File: src/sssd_pkg.sv
`default_nettype none

package sssd_pkg;

  localparam int DigitCountDef = 4;

  localparam int ValueW = 15;
  localparam int ModeW  = 2;
  localparam int ByteW  = 8;
  localparam int DigitW = 4;
  localparam int MagW   = 15;

  // operation codes carried in s_axis_tuser
  localparam logic OP_SET     = 1'b0;
  localparam logic OP_REFRESH = 1'b1;

  // point modes
  localparam logic [ModeW-1:0] MODE_NONE  = 2'd0;
  localparam logic [ModeW-1:0] MODE_MILLI = 2'd3;

  localparam logic [ByteW-1:0] SEG_OFF   = 8'hFF;
  localparam logic [ByteW-1:0] SEG_MINUS = 8'hBF;
  localparam logic [ByteW-1:0] PT_MASK   = 8'h7F;
  localparam logic [ByteW-1:0] BLANK_HI  = 8'hFF;
  localparam logic [ByteW-1:0] BLANK_LO  = 8'h00;

  // frame phases within one digit
  localparam logic [1:0] PH_BLANK_HI = 2'd0;
  localparam logic [1:0] PH_BLANK_LO = 2'd1;
  localparam logic [1:0] PH_SEG      = 2'd2;
  localparam logic [1:0] PH_SEL      = 2'd3;

  typedef struct packed {
    logic [DigitW-1:0] val;
    logic              pt;
    logic              neg;
    logic              lit;
  } digit_t;

  typedef enum logic [3:0] {
    ST_IDLE  = 4'b0001,
    ST_CONV  = 4'b0010,
    ST_REPLY = 4'b0100,
    ST_FRAME = 4'b1000
  } state_e;

  function automatic logic [ByteW-1:0] seg_pattern(input logic [DigitW-1:0] d);
    logic [ByteW-1:0] b;
    case (d)
      4'd0:    b = 8'hC0;
      4'd1:    b = 8'hF9;
      4'd2:    b = 8'hA4;
      4'd3:    b = 8'hB0;
      4'd4:    b = 8'h99;
      4'd5:    b = 8'h92;
      4'd6:    b = 8'h82;
      4'd7:    b = 8'hF8;
      4'd8:    b = 8'h80;
      4'd9:    b = 8'h90;
      default: b = SEG_OFF;
    endcase
    return b;
  endfunction

  function automatic logic [ByteW-1:0] seg_byte(input digit_t dg);
    logic [ByteW-1:0] b;
    b = seg_pattern(dg.val);
    if (dg.pt) b = b & PT_MASK;
    if (dg.neg) b = SEG_MINUS;
    if (!dg.lit) b = SEG_OFF;
    return b;
  endfunction

endpackage

`default_nettype wire

File: src/sssd_div10.sv
`default_nettype none

// Divide-by-ten step unit: holds the running magnitude, gives its low
// decimal digit and replaces it by the quotient on each step.
module sssd_div10 (
  input  wire logic                          clk_i,
  input  wire logic                          load_i,
  input  wire logic [sssd_pkg::MagW-1:0]     mag_i,
  input  wire logic                          step_i,
  output      logic [sssd_pkg::DigitW-1:0]   digit_o
);

  localparam int QW = sssd_pkg::MagW - 3;

  logic [sssd_pkg::MagW-1:0]    mag_q, mag_d;
  logic [sssd_pkg::MagW+15:0]   prod;
  logic [QW-1:0]                quot;
  logic [sssd_pkg::MagW-1:0]    quot_x10;
  logic [sssd_pkg::MagW-1:0]    rem;

  // x / 10 == (x * 52429) >> 19, exact for x below 43699
  assign prod     = mag_q * 16'd52429;
  assign quot     = prod[19 +: QW];
  assign quot_x10 = {quot, 3'b000} + {2'b00, quot, 1'b0};
  assign rem      = mag_q - quot_x10;
  assign digit_o  = rem[sssd_pkg::DigitW-1:0];

  always_comb begin
    mag_d = mag_q;
    if (load_i) begin
      mag_d = mag_i;
    end else if (step_i) begin
      mag_d = {3'b000, quot};
    end
  end

  always_ff @(posedge clk_i) begin
    mag_q <= mag_d;
  end

endmodule

`default_nettype wire

File: src/seven_segment_scan_driver_unit.sv
`default_nettype none

// Multiplexed common-anode seven-segment scan driver for DIGIT_COUNT digits
// (digit 0 leftmost). A set beat (tuser=0) carries a signed value and a point
// mode; if in range it is split into decimal digits by a shared divide-by-ten
// unit, one digit per cycle, and then gives its single reply beat (accepted
// flag in tdata[9]). Rejected values leave the display unchanged and go
// straight to the reply state. A refresh beat (tuser=1) emits
// one scan frame of 4*DIGIT_COUNT bytes, one per cycle when the sink is
// ready: per digit, from rightmost to leftmost, 0xFF, 0x00 (latch), segment
// byte, one-hot select byte (latch). The frame sequencer sets that rate. The
// input is not ready until the previous item's last beat has been loaded out.
// display_enable is sampled into the digits when a value is stored.
module seven_segment_scan_driver_unit #(
  parameter int DIGIT_COUNT = sssd_pkg::DigitCountDef
) (
  input  wire logic        clk_i,
  input  wire logic        rst_ni,

  input  wire logic        s_axis_tvalid,
  output      logic        s_axis_tready,
  // [14:0] value, [16:15] point_mode, [23:17] zero
  input  wire logic [23:0] s_axis_tdata,
  // [0] operation
  input  wire logic        s_axis_tuser,

  output      logic        m_axis_tvalid,
  input  wire logic        m_axis_tready,
  // [7:0] out_byte, [8] latch_after, [9] accepted, [15:10] zero
  output      logic [15:0] m_axis_tdata,
  // [0] is_reply
  output      logic        m_axis_tuser,
  output      logic        m_axis_tlast,

  input  wire logic        cfg_valid_i,
  output      logic        cfg_ready_o,
  input  wire logic        cfg_data_i
);

  localparam int IW = (DIGIT_COUNT > 1) ? $clog2(DIGIT_COUNT) : 1;

  function automatic int pow10(input int n);
    int r;
    r = 1;
    for (int k = 0; k < n; k++) r = r * 10;
    return r;
  endfunction

  localparam int PosMax = pow10(DIGIT_COUNT) - 1;
  localparam int NegMax = pow10(DIGIT_COUNT - 1) - 1;
  localparam logic [IW-1:0] LastIdx = IW'(DIGIT_COUNT - 1);

  sssd_pkg::state_e state_q, state_d;
  logic [IW-1:0]    idx_q, idx_d;
  logic [1:0]       phase_q, phase_d;
  logic [sssd_pkg::ModeW-1:0] mode_q, mode_d;
  logic             neg_q, neg_d;
  logic             acc_q, acc_d;
  logic             en_q;
  sssd_pkg::digit_t store_q [DIGIT_COUNT];

  logic             out_valid_q, out_valid_d;
  logic [sssd_pkg::ByteW-1:0] out_byte_q, out_byte_d;
  logic             out_latch_q, out_latch_d;
  logic             out_reply_q, out_reply_d;
  logic             out_acc_q, out_acc_d;
  logic             out_last_q, out_last_d;

  logic                       in_fire;
  logic                       out_free;
  logic signed [sssd_pkg::ValueW-1:0] in_val;
  logic [sssd_pkg::ModeW-1:0] in_mode;
  int                         val_int;
  logic                       ok_pos, ok_neg;
  logic [sssd_pkg::MagW-1:0]  in_mag;
  logic                       div_load, div_step;
  logic [sssd_pkg::DigitW-1:0] div_digit;
  logic                       store_we;
  sssd_pkg::digit_t           store_wdata;
  logic [sssd_pkg::ByteW-1:0] sel_byte;

  assign cfg_ready_o = 1'b1;

  assign in_val  = s_axis_tdata[sssd_pkg::ValueW-1:0];
  assign in_mode = s_axis_tdata[sssd_pkg::ValueW +: sssd_pkg::ModeW];
  assign val_int = int'(in_val);
  assign ok_pos  = (val_int >= 0) && (val_int <= PosMax);
  assign ok_neg  = (val_int < 0) && (-val_int <= NegMax) &&
                   (in_mode != sssd_pkg::MODE_MILLI);
  assign in_mag  = ok_neg ? sssd_pkg::MagW'(-in_val) : sssd_pkg::MagW'(in_val);

  assign s_axis_tready = (state_q == sssd_pkg::ST_IDLE) && !out_valid_q;
  assign in_fire       = s_axis_tvalid && s_axis_tready;
  assign out_free      = !out_valid_q || m_axis_tready;

  assign div_load = in_fire && (s_axis_tuser == sssd_pkg::OP_SET);
  assign div_step = (state_q == sssd_pkg::ST_CONV);

  sssd_div10 u_div10 (
    .clk_i   (clk_i),
    .load_i  (div_load),
    .mag_i   (in_mag),
    .step_i  (div_step),
    .digit_o (div_digit)
  );

  assign sel_byte = sssd_pkg::ByteW'(1) << (LastIdx - idx_q);

  always_comb begin
    store_we          = (state_q == sssd_pkg::ST_CONV);
    store_wdata.val   = div_digit;
    store_wdata.pt    = (mode_q != sssd_pkg::MODE_NONE) &&
                        ((int'(idx_q) + int'(mode_q)) == DIGIT_COUNT - 1);
    store_wdata.neg   = neg_q && (idx_q == '0);
    store_wdata.lit   = en_q;
  end

  always_comb begin
    state_d     = state_q;
    idx_d       = idx_q;
    phase_d     = phase_q;
    mode_d      = mode_q;
    neg_d       = neg_q;
    acc_d       = acc_q;
    out_valid_d = out_valid_q && !m_axis_tready;
    out_byte_d  = out_byte_q;
    out_latch_d = out_latch_q;
    out_reply_d = out_reply_q;
    out_acc_d   = out_acc_q;
    out_last_d  = out_last_q;

    case (state_q)
      sssd_pkg::ST_IDLE: begin
        if (in_fire) begin
          idx_d   = LastIdx;
          phase_d = sssd_pkg::PH_BLANK_HI;
          mode_d  = in_mode;
          neg_d   = ok_neg;
          acc_d   = ok_pos || ok_neg;
          if (s_axis_tuser == sssd_pkg::OP_REFRESH) begin
            state_d = sssd_pkg::ST_FRAME;
          end else if (ok_pos || ok_neg) begin
            state_d = sssd_pkg::ST_CONV;
          end else begin
            state_d = sssd_pkg::ST_REPLY;
          end
        end
      end
      sssd_pkg::ST_CONV: begin
        if (idx_q == '0) begin
          state_d = sssd_pkg::ST_REPLY;
        end else begin
          idx_d = idx_q - 1'b1;
        end
      end
      sssd_pkg::ST_REPLY: begin
        if (out_free) begin
          out_valid_d = 1'b1;
          out_byte_d  = '0;
          out_latch_d = 1'b0;
          out_reply_d = 1'b1;
          out_acc_d   = acc_q;
          out_last_d  = 1'b1;
          state_d     = sssd_pkg::ST_IDLE;
        end
      end
      sssd_pkg::ST_FRAME: begin
        if (out_free) begin
          out_valid_d = 1'b1;
          out_reply_d = 1'b0;
          out_acc_d   = 1'b0;
          out_last_d  = 1'b0;
          out_latch_d = 1'b0;
          case (phase_q)
            sssd_pkg::PH_BLANK_HI: out_byte_d = sssd_pkg::BLANK_HI;
            sssd_pkg::PH_BLANK_LO: begin
              out_byte_d  = sssd_pkg::BLANK_LO;
              out_latch_d = 1'b1;
            end
            sssd_pkg::PH_SEG: out_byte_d = sssd_pkg::seg_byte(store_q[idx_q]);
            default: begin
              out_byte_d  = sel_byte;
              out_latch_d = 1'b1;
              out_last_d  = (idx_q == '0);
            end
          endcase
          phase_d = phase_q + 1'b1;
          if (phase_q == sssd_pkg::PH_SEL) begin
            if (idx_q == '0) begin
              state_d = sssd_pkg::ST_IDLE;
            end else begin
              idx_d = idx_q - 1'b1;
            end
          end
        end
      end
      default: state_d = sssd_pkg::ST_IDLE;
    endcase
  end

  always_ff @(posedge clk_i or negedge rst_ni) begin
    if (!rst_ni) begin
      state_q     <= sssd_pkg::ST_IDLE;
      idx_q       <= '0;
      phase_q     <= '0;
      out_valid_q <= 1'b0;
      en_q        <= 1'b1;
      for (int k = 0; k < DIGIT_COUNT; k++) begin
        store_q[k] <= '0;
      end
    end else begin
      state_q     <= state_d;
      idx_q       <= idx_d;
      phase_q     <= phase_d;
      out_valid_q <= out_valid_d;
      if (cfg_valid_i && cfg_ready_o) begin
        en_q <= cfg_data_i;
      end
      if (store_we) begin
        store_q[idx_q] <= store_wdata;
      end
    end
  end

  always_ff @(posedge clk_i) begin
    mode_q      <= mode_d;
    neg_q       <= neg_d;
    acc_q       <= acc_d;
    out_byte_q  <= out_byte_d;
    out_latch_q <= out_latch_d;
    out_reply_q <= out_reply_d;
    out_acc_q   <= out_acc_d;
    out_last_q  <= out_last_d;
  end

  assign m_axis_tvalid = out_valid_q;
  assign m_axis_tdata  = {6'b000000, out_acc_q, out_latch_q, out_byte_q};
  assign m_axis_tuser  = out_reply_q;
  assign m_axis_tlast  = out_last_q;

endmodule

`default_nettype wire
File: config.mk
export PLATFORM = sky130hd
export DESIGN_NAME = seven_segment_scan_driver_unit
export DESIGN_NICKNAME = d
export VERILOG_FILES = /design/src/sssd_pkg.sv /design/src/sssd_div10.sv /design/src/seven_segment_scan_driver_unit.sv
export SDC_FILE = /design/constraint.sdc
export NUM_CORES = 1
export LEC_CHECK = 0
export ABC_CLOCK_PERIOD_IN_PS = 9600
export BUFFER_PORTS_ARGS = -buffer_cell sky130_fd_sc_hd__clkbuf_2
export CAP_MARGIN = 25
export CORE_ASPECT_RATIO = 0.5
export CORE_UTILIZATION = 60
export CTS_CLUSTER_SIZE = 14
export DETAILED_ROUTE_END_ITERATION = 8
export PLACE_DENSITY = 0.86
export SYNTH_ARGS = -nofsm -noshare
export SYNTH_HDL_FRONTEND = slang
export SYNTH_SLANG_ARGS = --single-unit
File: constraint.sdc
create_clock -name clk_i -period 9.6 [get_ports clk_i]
set_clock_uncertainty 0.1 [all_clocks]
set_input_delay 0.48 -clock clk_i [delete_from_list [all_inputs] [get_ports clk_i]]
set_output_delay 0.48 -clock clk_i [all_outputs]
set_load 0.05 [all_outputs]
==> flow_summary.ini <==
[timing]
finalSetupTns_ps = 0
max_freq_mhz = 150
fin_crit_sh = 0.695
max_slew_margin = 0.374
finalSetupViolCount = 0
worstMarginPinSlew_ps = 935
slew_violations = 0
rsz0062_at_grt = no
period_minus_slack_ps = 6680
hold_viol = 0

[cells_and_area]
antenna_cells = 0
fill_cells = 875
final_nets = 1050
multi_input_area_sq_um = 5420
regArea_sq_um = 1880
drive_above_1_share = 0.112
area_growth_syn_to_layout_pct = 8.35

[clock_network]
clock-sinks = 69
path_clk_slew_ps = 60
worstSkewPairLatency_ps = 330
cts_tree = yes
cts-htree-levels = 3
cts_buffer_depth = 2
cts_made_buffers = 9
cts_resized = 0
root_buffer = clkbuf_16

[yosys]
synth.ff_latch_count = 69
synth_area_sq_um = 7890
syn-instance-count = 797
synth_ff_type = dfrtp_1
ys_async_sr_fraction = 0.551
synth_warnings = 0
synth_area_per_cell_sq_um = 9.89
ys_types = 71
yosysSeqAreaShare = 0.239
synth_edf_count = 31

[route]
antenna_left = 0
wl_per_cell_um = 18.2
dr.pass1.iters = 5
drc = 0
totalWireLength_mm = 18.2
vias = 6150
dr.first_iter.drc_count = 809
avgViaCountPerCell = 6.14

[worst_setup_path]
worst-path-buf-inv = 5
cpPeakStageDelay_ps = 590
crit_family = adder cells
critical_path_peak_fanout = 7
slowest_stage = edfxtp_1
crit_path_cell_trace = ha_1, xnor2_1, inv_1, fa_1, inv_1, fa_1, inv_1, fa_1, inv_1, fa_1, inv_1, ha_1, nand3_1, nor3_1, o311a_1, nor2_1, nand2_1, xor2_1, ha_1, a21boi_0, mux2i_1, xnor2_1, mux2_1
worstPathArrival_ps = 6790
crit_path_end_kind = flop
path_class = flop to flop
required_ps = 9710
start_kind = flop
cp_common_cell = inv_1

[placed_design]
io_buffers = 37
globalplace.congestion = 0.935
hpwl_mm = 14.2

[worst_hold_path]
holdCritPathClass = input port to flop

[global_route]
grt_usage = 0.283
grt-ovfl-total = 0
grt_pass1_vias = 6408
grt_max_degree = 39
grt_pass1_wl_mm = 30.2
antenna_found_initial = 0

[floorplan]
ios = 52
die_h_um = 83.1
start_util = 0.619
die_x_um = 164
fp-row-count = 29
die_area_sq_um = 13600
core_sq_um = 12700

[job]
maxCapViolations = 0

[run_status]
status = completed
## metal layers
layer	vias up	part of all wire	GRT usage	wire length (um)
li1	2816	-	-	-
met1	3009	0.41	0.347	7470
met2	262	0.50	0.503	9150
met3	63	0.058	0.0490	1050
met4	0	0.030	0.0968	546
met5	-	0	0	0
## cells by family after synthesis
logic type	Yosys count	share of synthesized area
other	2	0.000952
muxes	31	0.0501
buffers and inverters	150	0.0768
adders and majority gates	192	0.357
xor gates and xnor gates	35	0.0389
and+or+nand+nor	176	0.117
AOI/OAI and AO/OA	142	0.120
DFF	69	0.239
## cell usage after synthesis (all sizes together) (5+ instances only)
master	n	share of area
a21o	16	0.015
a21oi	32	0.021
a31oi	6	0.0048
buf	15	0.013
clkbuf	12	0.0057
dfrtp	36	0.11
edfxtp	31	0.12
fa	55	0.14
ha	137	0.22
inv	123	0.059
mux2	18	0.026
mux2i	8	0.010
mux4	5	0.014
nand2	49	0.023
nand2b	7	0.0056
nand3	18	0.011
nand4	6	0.0048
nor2	37	0.018
nor2b	6	0.0048
nor3	17	0.013
nor4	5	0.0059
o21a	5	0.0048
o21ai	37	0.023
o22ai	5	0.0040
xnor2	18	0.020
xor2	17	0.019
## flip-flops by register name, indices dropped and copies added, names as in the netlist
name / count
acc_q: 1
en_q: 1
idx_q: 2
m_axis_tlast: 1
m_axis_tuser: 1
m_axis_tvalid: 1
mode_q: 2
neg_q: 1
out_acc_q: 1
out_byte_q: 8
out_latch_q: 1
phase_q: 2
state_q: 4
store_q: 28
u_div10.mag_q: 15
## cell usage in the layout (no fill, tap or decap), types with 4 or more instances in the layout
cell type    n
mux2i_1      8
o21ai_1      6
o21ai_0     31
mux2_1       5
o22ai_1      5
nand2_1     49
nor3_1      14
o21a_1       5
dfrtp_1     36
mux4_2       5
nor2_1      37
nand2b_1     7
a31oi_1      6
and2_1       4
mux2_2      13
a211oi_1     4
a21oi_1     31
a21o_1      16
fa_1        55
nor2b_1      6
nand3_1     18
conb_1       7
xnor2_1     18
inv_1      123
ha_1       137
clkbuf_16   10
or3_1        4
clkbuf_2    37
edfxtp_1    31
nand4_1      6
xor2_1      17
nor3b_1      4
## area by class of cell
cell class	instances	area share
clock buffers	11	0.0297
clock inverters	5	0.00937
well taps	170	0.0249
multi-input cells	583	0.635
repair buffers	41	0.0269
flip-flops and latches	69	0.221
inverters	123	0.0540
## per-stage QoR
stage / instance area (sq um) / instances / utilization / hold slack (ps) / worst slack, ps
final: 8540 / 1002 / 0.671 / 270 / 2920
after global routing: 8540 / 1002 / 0.671 / 266 / 2560
after CTS: 8510 / 999 / 0.668 / 205 / 2990
after detailed placement: 8170 / 983 / 0.642 / 367 / 3040
after global placement: 8170 / 983 / 0.642 / 356 / 3140
after floorplan: 7910 / 802 / - / 84.4 / 3700
## worst paths after layout
| kind | startpoint | end | slack, ps | depth (start not counted) |
|---|---|---|---|---|
| max | u_div10.mag_q[6]$_DFFE_PP_ | store_q[20]$_DFFE_PN0P_ | 2920 | 23 |
| max reg2reg | u_div10.mag_q[6]$_DFFE_PP_ | store_q[20]$_DFFE_PN0P_ | 2920 | 23 |
| min | s_axis_tdata[15] | mode_q[0]$_DFFE_PP_ | 270 | 1 |
| min in group asynchronous | rst_ni | store_q[17]$_DFFE_PN0P_ | 370 | 2 |
| min reg2reg | store_q[1]$_DFFE_PN0P_ | store_q[1]$_DFFE_PN0P_ | 380 | 2 |
| max in group asynchronous | rst_ni | state_q[0]$_DFFE_PN1P_ | 8580 | 3 |
## what timing repair did
action                                 in CTS  in global routing
hold buffers                                0                  1
endpoints found under the hold margin       0                  1
setup buffers                               0                  0
Power is not shown: default switching activity piles up to over one toggle a cycle in this logic, so the estimate is an artifact.
